===== src/rr_pkg.sv =====
`timescale 1ns / 1ps
// Shared constants and transaction types for the running RMS block.
package rr_pkg;

  localparam int SAMPLE_BITS = 16;
  localparam int COUNT_BITS  = 16;
  localparam int FRAC_BITS   = 8;
  localparam int RMS_W       = 24;

  localparam int SUM_W  = 2 * SAMPLE_BITS - 2 + COUNT_BITS;
  localparam int NUM_W  = SUM_W + 2 * FRAC_BITS;
  localparam int ROOT_W = (NUM_W + 1) / 2;
  localparam int RAD_W  = 2 * ROOT_W;
  localparam int SREM_W = ROOT_W + 2;

  localparam logic [COUNT_BITS-1:0] COUNT_MAX = {COUNT_BITS{1'b1}};

  typedef struct packed {
    logic signed [SAMPLE_BITS-1:0] sample;
    logic                          restart;
  } rr_in_t;

  typedef struct packed {
    logic [RMS_W-1:0]      rms_value;
    logic [COUNT_BITS-1:0] samples_seen;
    logic                  saturated;
  } rr_out_t;

  typedef struct packed {
    logic                  valid;
    logic                  sat;
    logic [COUNT_BITS-1:0] rem;
    logic [NUM_W-1:0]      nq;
    logic [COUNT_BITS-1:0] den;
  } rr_div_t;

  typedef struct packed {
    logic                  valid;
    logic                  sat;
    logic [COUNT_BITS-1:0] cnt;
    logic [SREM_W-1:0]     rem;
    logic [ROOT_W-1:0]     root;
    logic [RAD_W-1:0]      rad;
  } rr_sqrt_t;

endpackage


===== src/rr_div_cell.sv =====
`timescale 1ns / 1ps
// One restoring division cell that settles one quotient bit per transaction.
module rr_div_cell
  import rr_pkg::*;
(
  input  logic    clk,
  input  logic    rst_n,
  input  logic    en,
  input  rr_div_t in_d,
  output rr_div_t out_r
);

  logic [COUNT_BITS:0] trial;
  logic                take;
  rr_div_t             out_nxt;

  always_comb begin
    trial         = {in_d.rem, in_d.nq[NUM_W-1]};
    take          = (trial >= {1'b0, in_d.den});
    out_nxt       = in_d;
    out_nxt.rem   = take ? COUNT_BITS'(trial - {1'b0, in_d.den}) : trial[COUNT_BITS-1:0];
    out_nxt.nq    = {in_d.nq[NUM_W-2:0], take};
  end

  always_ff @(posedge clk) begin
    if (!rst_n) begin
      out_r.valid <= 1'b0;
    end else if (en) begin
      out_r <= out_nxt;
    end
  end

endmodule


===== config.mk =====
export PLATFORM = sky130hd
export DESIGN_NAME = rr_div_cell
export DESIGN_NICKNAME = d
export VERILOG_FILES = /design/src/rr_pkg.sv /design/src/rr_div_cell.sv
export SDC_FILE = /design/constraint.sdc
export NUM_CORES = 1
export LEC_CHECK = 0
export BUFFER_PORTS_ARGS = -buffer_cell sky130_fd_sc_hd__buf_2
export CAP_MARGIN = 25
export CORE_UTILIZATION = 35
export DETAILED_ROUTE_END_ITERATION = 10
export GPL_TIMING_DRIVEN = 1
export HOLD_SLACK_MARGIN = 0.1
export PLACE_DENSITY = 0.62
export SLEW_MARGIN = 20
export SYNTH_ARGS = -nofsm -noshare
export SYNTH_HDL_FRONTEND = slang
export SYNTH_SLANG_ARGS = --single-unit

===== constraint.sdc =====
create_clock -name clk -period 8.2 [get_ports clk]
set_input_delay 0.41 -clock clk [delete_from_list [all_inputs] [get_ports clk]]
set_output_delay 0.41 -clock clk [all_outputs]
set_load 0.02 [all_outputs]

==> metrics.yaml <==
yosys:
  yosysSeqAreaShare_pct: 70.3
  syn_nets: 368
  synth_seq_cells: 96
  yosys.cell_types.count: 47
  syn_inst: 252
  synth_warnings: 0
  synth_area_per_cell_um2: 16.2
  netlist_area_um2: 4090
clock_tree:
  cts_buffers: 9
  postCtsHoldBufs: 0
  htreeDepth: 3
  cts_max_path_buffers: 2
  cts_sinks: 96
  cts_tree: "built"
  cts_resized: 0
  worstSkewPairLatency_ps: 330
  cts.clk_slew.worst_paths_ps: 70
  post_cts_buffers: 0
  root_buffer: "clkbuf_16"
critical_path:
  cp_slowest_stage_delay_ps: 420
  rr_endpoint: "out_r[95]"
  rr_worst_depth: 2
  cp_slowest_cell: "a221o_1"
  r2r_start: "out_r[95]"
  arrival_ps: 2550
  r2r_setup_slack_ps: 7600
  worstPathMaxFanout: 11
  critPathKind: "in -> reg"
  critPathLaunch: "in_d[10]"
  worstPathCellList: "buf_2 > inv_1 > ha_1 > a21oi_1 > o21ai_1 > a221o_1 > a21boi_4 > and2_4 > inv_4 > mux2_4"
  critPathLaunchType: "input port"
  crit_end: "out_r[85]"
  end_kind: "register"
  cp.required_ps: 8290
timing:
  fin_crit_sh_pct: 30.1
  tightest_slew_ps: 740
  fin_skew_ps: 0
  setup_viol: 0
  rsz0062_at_grt: "false"
  min_period_ps: 2470
  fmax_mhz: 405
  hold_viol_final: 0
  slew_viol_final: 0
  relSlewSlack_pct: 50.7
  timing.setup.tns_ps: 0
floorplan:
  core_area_um2: 11400
  boundaryPins: 195
  start_util_pct: 35.8
  dieWidth_um: 110
  dieHeight_um: 110
  rows: 39
  dieArea_um2: 12100
routing:
  wl_per_cell_um: 16.6
  viasPerCell: 4.75
  wirelength_um: 9970
  drc: 0
  postRouteAntennaNets: 0
  dr.pass1.iters: 4
  vias: 2854
  drtIter0Drc: 163
placement:
  place_congestion: 0.894
  hpwl_um: 7730
  portBuffers: 194
final_layout:
  nFillCells: 1024
  drive_above_1_share_pct: 49.3
  largestRegisters: "out_r (96)"
  finalNetCount: 569
  final_common_cell: "buf_2"
  regMostFlops: "out_r"
  layout_common_cells: "buf_2 (194), edfxtp_1 (95), inv_1 (19)"
  area_growth_syn_to_layout_pct: 34.7
  largest_reg_flops: 96
  antenna_cells: 0
power_and_ir_drop:
  power_w: 0.00125
  p_leak_nw: 2.44
  vdd_drop_max_v: 0.000104
  powerDensity_nw_per_um2: 227
grt:
  track_usage_pct: 16.0
  grt_max_degree: 60
  grt_pass1_wl_um: 14000
  grt_overflow_total: 0
  antenna_found_initial: 1
  grt_pass1_vias: 2645
flow_run:
  cap_violations: 0
outcome:
  status: "finished clean"
hold_path:
  min_path_type: "in -> reg"
-- metal layers --
metal | track usage, % | share of wire [%] | vias to the layer above
met5 | 0 | 0.070 | -
met1 | 18.5 | 40 | 1337
li1 | - | - | 1373
met2 | 27.6 | 48 | 129
met3 | 5.06 | 9.6 | 13
met4 | 6.10 | 1.6 | 2
-- synthesized netlist by cell type (all sizes together) --
library cell  instances  area share, %
a211o                 3           0.64
a211oi                3           0.55
a21boi                4            1.0
a21o                  5           0.92
a21oi                 4           0.58
a221o                 1           0.24
a31o                  1           0.21
a31oi                 2           0.31
a32o                  1           0.24
a41oi                 1           0.21
and2                  4           0.73
and3                  2           0.31
and3b                 2           0.43
and4                  1           0.21
buf                   4            1.4
clkbuf                1          0.092
dfxtp                 1           0.49
edfxtp               95             70
fa                    1           0.49
ha                   16            4.9
inv                  20            1.9
mux2                  9            3.2
mux2i                 2           0.49
nand2                 5           0.46
nand2b                2           0.31
nand3                 7           0.86
nand4                 2           0.31
nor2                 12            1.1
nor2b                 2           0.31
nor3                  3           0.37
o2111ai               1           0.64
o211a                 2           0.49
o211ai                2           0.37
o21a                  6            1.1
o21ai                10            1.2
o31a                  1           0.21
o31ai                 5           0.92
xnor2                 5            1.1
xor2                  4           0.86
-- worst min path at each step --
stage / from / end / slack [ps] / depth (start not counted)
finish: in_d[25] / out_r[26] / 250 / 1
global placement: out_r[95] / out_r[95] / 500 / 2
floorplan: in_d[0] / out_r[0] / 510 / 0
global route: in_d[28] / out_r[29] / 230 / 1
detailed placement: out_r[95] / out_r[95] / 520 / 2
CTS: in_d[25] / out_r[26] / 230 / 1
-- power breakdown --
part           total, W  switching (W)  internal [W]
Clock          0.000450       0.000181      0.000269
Sequential     0.000591     0.00000803      0.000583
Combinational  0.000210       0.000125     0.0000846
-- kinds of logic after synthesis --
logic type | Yosys count | share of synthesized area, %
DFF | 96 | 70.3
and+or+nand+nor | 42 | 5.39
muxes | 11 | 3.70
AOI/OAI and AO/OA | 52 | 9.89
buffers and inverters | 25 | 3.40
xor gates and xnor gates | 9 | 1.93
adders and majority gates | 17 | 5.39
-- area by class of cell --
type	instances	area [um2]	share of cell area, %
clock buffer	10	229	4.16
clock inverter	6	90.1	1.64
inverter	20	77.6	1.41
multi-input combinational	131	1080	19.6
sequential	96	2870	52.2
tap	143	179	3.25
timing repair buffer	195	978	17.8
-- worst max-delay path, delay by kind of cell --
kind / cells / cell delay [ps]
simple gates: 1 / 230
compound gates: 4 / 980
buf+inv: 3 / 250
fa+ha+maj: 1 / 380
mux: 1 / 310
-- through the flow --
| step | setup slack (ps) | hold WS, ps | util, % | instance area, um2 | instances |
|---|---|---|---|---|---|
| after CTS | 5750 | 234 | 48.2 | 5500 | 601 |
| after floorplan | 5130 | 509 | - | 4090 | 252 |
| after global routing | 5580 | 229 | 48.2 | 5500 | 601 |
| after global placement | 5480 | 500 | 45.4 | 5180 | 585 |
| after detailed placement | 5400 | 520 | 45.4 | 5180 | 585 |
| final | 5730 | 247 | 48.2 | 5500 | 601 |
No activity file was read; power rests on OpenSTA's default activity.
