==> config.mk <==
export PLATFORM = sky130hd
export DESIGN_NAME = rr_sqrt_cell
export DESIGN_NICKNAME = d
export VERILOG_FILES = /design/src/rr_pkg.sv /design/src/rr_sqrt_cell.sv
export SDC_FILE = /design/constraint.sdc
export NUM_CORES = 1
export LEC_CHECK = 0
export ABC_AREA = 1
export BUFFER_PORTS_ARGS = -buffer_cell sky130_fd_sc_hd__clkbuf_2
export CAP_MARGIN = 30
export CORE_MARGIN = 4
export CORE_UTILIZATION = 35
export CTS_BUF_LIST = sky130_fd_sc_hd__clkbuf_8
export DETAILED_ROUTE_END_ITERATION = 10
export SETUP_SLACK_MARGIN = 0.02
export SLEW_MARGIN = 20
export SYNTH_ARGS = -nofsm -noshare
export SYNTH_HDL_FRONTEND = slang
export SYNTH_SLANG_ARGS = --single-unit
==> constraint.sdc <==
create_clock -name clk -period 4.2 [get_ports clk]
set_clock_uncertainty 0.1 [all_clocks]
set_input_delay 0.42 -clock clk [delete_from_list [all_inputs] [get_ports clk]]
set_output_delay 0.42 -clock clk [all_outputs]
set_load 0.02 [all_outputs]
==> src/rr_pkg.sv <==
`timescale 1ns / 1ps
// Shared constants and transaction types for the running RMS block.
package rr_pkg;

  localparam int SAMPLE_BITS = 16;
  localparam int COUNT_BITS  = 16;
  localparam int FRAC_BITS   = 8;
  localparam int RMS_W       = 24;

  localparam int SUM_W  = 2 * SAMPLE_BITS - 2 + COUNT_BITS;
  localparam int NUM_W  = SUM_W + 2 * FRAC_BITS;
  localparam int ROOT_W = (NUM_W + 1) / 2;
  localparam int RAD_W  = 2 * ROOT_W;
  localparam int SREM_W = ROOT_W + 2;

  localparam logic [COUNT_BITS-1:0] COUNT_MAX = {COUNT_BITS{1'b1}};

  typedef struct packed {
    logic signed [SAMPLE_BITS-1:0] sample;
    logic                          restart;
  } rr_in_t;

  typedef struct packed {
    logic [RMS_W-1:0]      rms_value;
    logic [COUNT_BITS-1:0] samples_seen;
    logic                  saturated;
  } rr_out_t;

  typedef struct packed {
    logic                  valid;
    logic                  sat;
    logic [COUNT_BITS-1:0] rem;
    logic [NUM_W-1:0]      nq;
    logic [COUNT_BITS-1:0] den;
  } rr_div_t;

  typedef struct packed {
    logic                  valid;
    logic                  sat;
    logic [COUNT_BITS-1:0] cnt;
    logic [SREM_W-1:0]     rem;
    logic [ROOT_W-1:0]     root;
    logic [RAD_W-1:0]      rad;
  } rr_sqrt_t;

endpackage

==> src/rr_sqrt_cell.sv <==
`timescale 1ns / 1ps
// One digit-by-digit square root cell that settles one root bit per transaction.
module rr_sqrt_cell
  import rr_pkg::*;
(
  input  logic     clk,
  input  logic     rst_n,
  input  logic     en,
  input  rr_sqrt_t in_d,
  output rr_sqrt_t out_r
);

  logic [SREM_W+1:0] part;
  logic [SREM_W+1:0] trial;
  logic              take;
  rr_sqrt_t          out_nxt;

  always_comb begin
    part         = {in_d.rem, in_d.rad[RAD_W-1 -: 2]};
    trial        = (SREM_W + 2)'({in_d.root, 2'b01});
    take         = (part >= trial);
    out_nxt      = in_d;
    out_nxt.rem  = take ? SREM_W'(part - trial) : SREM_W'(part);
    out_nxt.root = {in_d.root[ROOT_W-2:0], take};
    out_nxt.rad  = {in_d.rad[RAD_W-3:0], 2'b00};
  end

  always_ff @(posedge clk) begin
    if (!rst_n) begin
      out_r.valid <= 1'b0;
    end else if (en) begin
      out_r <= out_nxt;
    end
  end

endmodule

==> results.md, run 1 <==
- The run finished with clean final reports.
- TritonCTS built the clock tree.
- The leading register cell type out of synthesis is edfxtp_1.
- The total half-perimeter wirelength after legalization and detailed placement is 19.2 mm.
- Walking the worst path, the cells encountered are clkbuf_2, inv_1, ha_1, nand2_1, inv_1, nand2_1, nand2_1, inv_1, nand2_1, nand2_1, nand3_2, nand2_4, nand2_8, nand2_1, o21ai_0.
- The share of the core filled with cells in the final layout is 46.2%.
- The clock tree root driver cell is clkbuf_8.
- The cell internal power dissipation is 2.45 mW.
- The via count of the first global-routing pass is 6387.
- The critical path is of the in2reg type.
- The number of standard cells after synthesis is 837.
- The proportion of synthesized chip area in sequential cells is 56.0%.
- The clock tree buffer depth is 2.
- On the worst path, the slowest cell contributes a delay of 0.37 ns.
- The post-CTS setup-driven buffer insertion count is 0.
- The final count of negative-setup-slack endpoints is 0.
- The leakage dissipation is 5.08 nW.
- The final critical-path required period is 2.36 ns.
- The data arrival time at the worst-slack endpoint is 2.45 ns.
- The worst register-to-register path has a setup slack of 3.45 ns.
- The effective utilization at floorplan is 35.8%.
- The later pin in the worst-skew pair is clocked with a latency of 0.44 ns.
- On the critical path the largest part of the delay comes from simple AND/OR/NAND/NOR gates.
- The minimum setup slack after placement is 1.33 ns.
- The most numerous cell in the Yosys netlist is nand2_1.
- The final setup TNS is 0 ns.
- The startpoint type of the worst setup path is an input port.
- Dividing the detail-routed wire length by the instance count gives 16.7 um.
- After synthesis, the largest area contributor takes up 55.7% of total cell area.
- The area after detailed placement is 9360 um^2.
- The share of async-settable or async-resettable flops after synthesis is 0%.
- The maximum achievable frequency is 0.424 GHz.
- VDD sags by at most 0.184 mV.
- The origin of the critical flop-to-flop path is out_r[143]$_SDFFE_PN0P_.
- The total of flip-flops plus latches after synthesis is 142.
- The path class of the tightest hold or removal check is in2reg.
- The depth of the worst hold-timing path is 1.
- After routing the design area is 9810 um^2.
- The final-stage net count is 1325.
- The per-instance average area after synthesis is 9.08 um^2.
- Entering global routing, the biggest net connects 80 pins.
- Of the total power, the share spent switching nets is 32.9%.
- The routed design uses 11.7 mm of met2 wire.
- The total DRC errors in the routed layout is 0.
- Setup repair after global routing left no endpoint under its margin.
- In this run, synthesis inferred 141 flip-flops with an integrated enable.
- The final hold violation count is 0.
- In the post-synthesis netlist, the biggest area contributors are edfxtp_1 (56%), nand2_1 (15%), inv_1 (8.1%), ha_1 (5.4%), nand3_1 (3.8%).
- For this block, the initial DRC count from the detailed router was 387.
- The number of buffers added to fix hold violations after cts is 0.
- The yosys synthesis warning count is 0.
- The required time reported for the critical path endpoint is 4.29 ns.
- The most flop-heavy register is out_r.
- Across the run, the number of max-cap violations was 0.
- The number of iterations in the first detailed-routing pass is 5.
- The number of I/O port buffers is 288.
- The critical path launch point is in_d[69].
- The most numerous cell type found on the critical path is nand2_1.
- The number of placement rows is 53.
- After detailed routing, the number of vias per cell comes to 4.51.
- The share of total power dissipated in sequential elements is 47.1%.
- The total I/O pin count is 291.
- The placer congestion estimate is 0.877.
- The floorplan step set the die width to 155 um.
- The all-layer global routing usage is 19.5%.
- The routed wire length is 23.9 mm.
- The number of buffers and inverters on the critical path is 4.
- Yosys mapped the design onto 33 distinct sky130hd cell types.
- The final max-slew violation count is 0.
- The uppermost metal layer occupied by signal nets is met4.
- Measured along the y axis, the die boundary spans 155 um.
- Relative to the synthesized area, the layout overhead comes to 29.1%.
- The power per standard cell area is 372 nW/um^2.
- The startpoint of the tightest hold check path is in_d[5].
- Counting buffers and inverters, the worst setup path is 15 cells deep.
- The number of antenna diodes in the final layout is 0.
- The portion of total power attributed to the clock network is 30.6%.
- The endpoint class of the critical path is a flop.
- The fill cell instance count of the final layout is 2195.
- Once detail routing completed, the nets flagged for antenna violations numbered 0.
- Gates resized during post-CTS repair numbered 0.
- The proportion of power drawn by combinational gates is 22.3%.
- The commonest cells after synthesis are nand2_1 (295), inv_1 (164), edfxtp_1 (141), nand3_1 (58), nor2_1 (37).
- The CTS clock-pin slew for the worst setup and hold paths is 0.09 ns.
- The first global-routing pass estimated 36.0 mm of wire.
- The core outline area is 21200 um^2.
- Buffers inserted during clock tree synthesis total 17.
- The biggest area contributor in the post-synthesis netlist is edfxtp_1.
- The worst register-to-register path has a depth of 2.
- The slowest stage of the critical path belongs to the cell nand2_4.
- The worst path meets setup with 1.84 ns of slack.
- The number of vias in the routed layout is 6455.
- The post-synth design cell area is 7600 um^2.
- In this run the power spent charging and discharging nets is 1.20 mW.
- Global routing finished with a remaining overflow of 0.
- The initial antenna violation count is 0.
- The final clock period utilization by the worst path is 56.2%.
- The floorplan die area is 24100 um^2.
- The detailed-routed wire length on met3 is 1.80 mm.
- The largest registers in the layout are out_r: 142 flops.
- In this run the worst path has a maximum fanout of 35.
- The register with the most flip-flops in the layout has 142 of them.
- After detailed routing, the wire length on met1 is 9.90 mm.
- The clock sink count is 142.
- The H-tree generated during clock tree synthesis spans 4 levels.
- In the final layout, the share of cells above drive strength 1 is 30.6%.
## layer usage
layer / up-vias / global-route usage (%)
met2: 232 / 33.5
met4: 0 / 5.71
met5: - / 0
li1: 3288 / -
met3: 27 / 5.03
met1: 2908 / 24.2
## through the flow
| stage | power (mW) | hold WS, ns | std cells |
|---|---|---|---|
| final | 3.65 | 0.0384 | 1432 |
| after global routing | 3.85 | 0.000330 | 1432 |
| after CTS | 3.69 | 0.00966 | 1425 |
| after detailed placement | 2.57 | 0.449 | 1394 |
| after global placement | 2.56 | 0.431 | 1393 |
| after floorplan | 2.27 | 0.413 | 838 |
## kinds of logic after synthesis
logic type               Yosys count  share of synthesized area, %
AND/OR/NAND/NOR                  444                          25.8
buffers and inverters            178                          9.40
flip-flops                       142                          56.0
adder cells (fa/ha/maj)           33                          5.43
AO/OA/AOI/OAI                     25                          1.71
XOR/XNOR                          14                          1.61
other                              1                        0.0493
## worst register-to-register path: stages (launching register included)
cell and delay, ns:
dfxtp_1 0.32, o21ai_0 0.17, a21oi_1 0.06
## layout by cell type (no fill, tap or decap), types with 3 or more instances in the layout
master	count
nand2_1	295
clkbuf_2	288
inv_1	163
edfxtp_1	141
nand3_1	58
nor2_1	37
ha_1	33
a21oi_1	21
clkbuf_8	17
nand3_2	16
xor2_1	13
nor3_1	9
nand3b_1	9
inv_6	7
dlygate4sd3_1	7
nor2_2	5
nand4_1	4
clkinvlp_4	4
inv_2	3
and2_1	3
buf_4	3
## worst paths after layout
path                                  end
setup / recovery      out_r[94]$_DFFE_PP_
hold / removal         out_r[7]$_DFFE_PP_
setup reg to reg  out_r[143]$_SDFFE_PN0P_
hold reg to reg   out_r[143]$_SDFFE_PN0P_
## power groups by stage
stage          clock network, mW  registers (mW)  logic, mW
2_1_floorplan                  0            1.90      0.376
3_3_place_gp                   0            1.75      0.802
3_5_place_dp                   0            1.75      0.818
4_1_cts                     1.15            1.72      0.822
5_1_grt                     1.21            1.73      0.906
6_report                    1.12            1.72      0.814
## final cells by class
type / count / area [um^2] / share of cell area [%]
multi-input cells: 518 / 2640 / 26.9
repair buffers: 299 / 1560 / 15.9
inverters: 167 / 632 / 6.44
well taps: 275 / 344 / 3.51
clock buffers: 17 / 234 / 2.38
flip-flops and latches: 142 / 4250 / 43.4
clock inverters: 14 / 149 / 1.52
Note: power is estimated with default switching activity, not from simulation.
==> inputs of run 2 (changes only) <==
==> constraint.sdc (replaced) <==
create_clock -name clk -period 2.36 [get_ports clk]
set_clock_uncertainty 0.1 [all_clocks]
set_input_delay 0.236 -clock clk [delete_from_list [all_inputs] [get_ports clk]]
set_output_delay 0.236 -clock clk [all_outputs]
set_load 0.02 [all_outputs]
==> run 2 against run 1 <==
Sequential cell count did not move. Final area grew 19%. Sequential share of layout area down 6.9 points. Power grew 86%. Non-clock buffer count increased by 156. Die area did not move. Critical path depth decreased by 1. Count of clock-buffer cells in the layout did not move. Critical endpoint is now out_r[105]$_DFFE_PP_.
==> results.md, run 2 (synthesis results as in run 1) <==
- The all-layer global routing usage is 20.8% (+1.3 points).
- Counting flops per register, the top entry is out_r.
- The worst setup path is of the in2reg kind.
- The initial antenna violation count is 0 (unchanged).
- The final setup TNS is 0 ns (unchanged).
- The least setup slack across all paths after layout came to 0.0965 ns (-1.74 ns).
- The multi-input logic area is 2930 um^2 (+11%).
- The global-route wire length before repair is 38.8 mm (+7.8%).
- The path type of the worst min-delay path is in2reg.
- The portion of total power attributed to the clock network is 28.9% (-1.7 points).
- The final max-slew violation count was 0 (unchanged).
- The required time reported for the critical path endpoint was 2.47 ns (-1.82 ns).
- The number of I/O port buffers is 288 (unchanged).
- The number of vias in the routed layout came to 7128 (+10%).
- The power spent charging and discharging nets is 2.20 mW (+83%).
- The via count of the first global-routing pass is 7091 (+11%).
- The effective utilization at floorplan is 35.8% (unchanged).
- STA classifies the critical path endpoint as a flop.
- The pin count of the biggest net entering global routing was 76 (-5.0%).
- The starting DRC count in detailed routing is 387 (unchanged).
- The largest vdd supply drop is 0.297 mV (+61%).
- The core outline area is 21200 um^2 (unchanged).
- The critical path goes through dlygate4sd3_1, clkbuf_2, ha_1, nand2_1, nor2_2, nand2_1, nor2_2, nand2_1, nand3_2, nor2_4, buf_4, buf_12, nand3_1, nand2_1.
- On the critical path, the stage with the largest delay is an instance of dlygate4sd3_1.
- The total half-perimeter wirelength after legalization and detailed placement is 19.0 mm (-1.3%).
- The leakage dissipation is 5.80 nW (+14%).
- The data arrival time at the worst-slack endpoint is 2.37 ns (-0.08 ns).
- The total I/O pin count is 291 (unchanged).
- The minimum setup slack after placement was -0.0266 ns (-1.36 ns).
- Leaving out fill and tap cells, the most frequent cell in the layout is clkbuf_2.
- The worst setup path is launched from an input port.
- The floorplan die height was 155 um (unchanged).
- The count of buffering cells on the critical path with inverters included is 4 (unchanged).
- The number of placement rows is 53 (unchanged).
- The width of the chip is 155 um (unchanged).
- The final hold violation count is 0 (unchanged).
- The final-stage net count was 1483 (+12%).
- The share of total power in sequential cells came to 45.2% (-1.9 points).
- The per-cell via count in the routed design is 4.48 (-0.55%).
- The fill cell instance count of the final layout is 1989 (-9.4%).
- The maximum level of the CTS H-tree is 4 (unchanged).
- The largest registers in the layout are out_r: 142 flops.
- The register area was 4250 um^2 (unchanged).
- The cell internal power dissipation was 4.57 mW (+87%).
- The power per standard cell area is 580 nW/um^2 (+56%).
- The routed wire length came to 26.3 mm (+10%).
- The share of final-layout standard cells stronger than drive strength 1 came to 31.9% (+1.3 points).
- The floorplan die area came to 24100 um^2 (unchanged).
- The critical-path maximum fanout is 15 (-57%).
- The maximum achievable frequency is 0.442 GHz.
- The switching power share of the total is 32.5% (-0.41 points).
- The wire length per cell after detailed routing is 16.5 um (-0.89%).
- The cell depth of the worst flop-to-flop path is 3 (+1).
- Following the worst setup path forward leads to its endpoint at out_r[105]$_DFFE_PP_.
- The number of iterations in the first detailed-routing pass is 5 (unchanged).
- The number of gates on the worst path with buffers counted is 14 (-1).
- The cell family contributing the most delay on the critical path is buffers and inverters.
- The number of maximum-capacitance violations is 0 (unchanged).
- The number of flip-flops in the largest register was 142 (unchanged).
- The antenna violation net count after detailed routing is 0 (unchanged).
- The clock tree root driver cell is clkbuf_8.
- The area overhead of the layout relative to synthesis is 53.5%.
- The placer congestion estimate was 0.920 (+4.9%).
- The total DRC errors in the routed layout is 0 (unchanged).
- Among the stages of the critical path, the cell type that occurs most often is nand2_1.
- The clock tree buffer depth is 2 (unchanged).
- The total congestion overflow was 0 (unchanged).
- The final clock period utilization by the worst path is 95.9%.
- The delay of the slowest cell on the worst path is 0.54 ns (+0.17 ns).
- TritonCTS built the clock tree.
- The antenna diode count came to 0 (unchanged).
- The clock latency reported for the late side of the worst-skew pair is 0.45 ns (about the same).
- The proportion of power drawn by combinational gates is 25.8% (+3.5 points).
- The final count of negative-setup-slack endpoints is 0 (unchanged).
- The final critical-path required period is 2.26 ns.
- The endpoint identified for the worst register-to-register timing path is out_r[143]$_SDFFE_PN0P_.
- The flow ran to the end, and the final reports show no timing, DRC or antenna violations.
- The number of buffers created by CTS is 17 (unchanged).
- Setup repair after global routing could not meet its margin everywhere.
- The origin of the critical flop-to-flop path is out_r[143]$_SDFFE_PN0P_.
- The most critical setup path has its startpoint at in_d[116].
- The internal reg-to-reg setup slack came to 1.07 ns (-2.38 ns).
- The clock sink count is 142 (unchanged).
- The library cells used most frequently in the layout, excluding fill and tap cells, are clkbuf_2 (288), nand2_1 (281), inv_1 (163), edfxtp_1 (141), dlygate4sd3_1 (138).
- The CTS clock-pin slew for the worst setup and hold paths is 0.08 ns (about the same).
## run 2: changes by cell type in the layout (fill, tap and decap cells not counted), sizes merged
cell         previous run  this run
clkinvlp                4         3
clkbuf                305       306
dlygate4sd3             7       138
buf                     4        28
inv                   174       175
nand2                 298       300
## run 2: area by class of cell
type	count	area share, %
inverters	167	5.40
clock inverters	14	1.25
well taps	275	2.95
clock buffers	17	2.00
multi-input cells	520	25.1
repair buffers	455	26.9
flip-flops and latches	142	36.4
## run 2: timing repair
| item | in CTS | in global routing |
|---|---|---|
| gates resized for setup | 0 | 52 |
| buffers inserted | 0 | 9 |
| hold buffers | 138 | 0 |
| endpoints found under the hold margin | 137 | 0 |
| endpoints found under the setup margin | 0 | 34 |
## run 2: worst min-delay path by stage
stage	startpoint	to	slack, ns	depth (start not counted)
after global routing	in_d[104]	out_r[106]$_DFFE_PP_	0.04	3
after floorplan	en	out_r[143]$_SDFFE_PN0P_	0.23	1
after CTS	in_d[108]	out_r[110]$_DFFE_PP_	0.007	3
final	in_d[108]	out_r[110]$_DFFE_PP_	0.04	3
after detailed placement	in_d[14]	out_r[16]$_DFFE_PP_	0.31	1
after global placement	in_d[25]	out_r[27]$_DFFE_PP_	0.31	1
## run 2: power groups by stage
stage	sequential, mW	combinational, mW	clock (mW)
after floorplan	3.37	0.672	0
after global placement	3.12	1.46	0
after detailed placement	3.12	1.48	0
after CTS	3.07	1.67	2.04
after global routing	3.08	1.93	2.14
final	3.06	1.75	1.96
## run 2: layer usage
layer  up-vias  GRT usage [%]  routed length (um)
met5         -              0                   0
met4         0           7.50                 740
met3        42           4.62                1850
met2       244           35.6               12900
met1      3240           25.8               10900
li1       3602              -                   -
## run 2: tightest hold or removal path, cell delays in order
cell and delay [ns]:
clkbuf_2 0.11, nand3_1 0.08, nand2_1 0.06
## run 2: stage by stage
| step | instance area [um^2] | hold slack [ns] | power [mW] | std cells | util [%] |
|---|---|---|---|---|---|
| final | 11700 | 0.0395 | 6.77 | 1590 | 55.0 |
| after global routing | 11700 | 0.0350 | 7.15 | 1590 | 55.0 |
| after CTS | 11300 | 0.00724 | 6.78 | 1577 | 53.2 |
| after detailed placement | 9520 | 0.315 | 4.60 | 1408 | 44.9 |
| after global placement | 9520 | 0.313 | 4.58 | 1408 | 44.9 |
| after floorplan | 7630 | 0.229 | 4.04 | 838 | - |
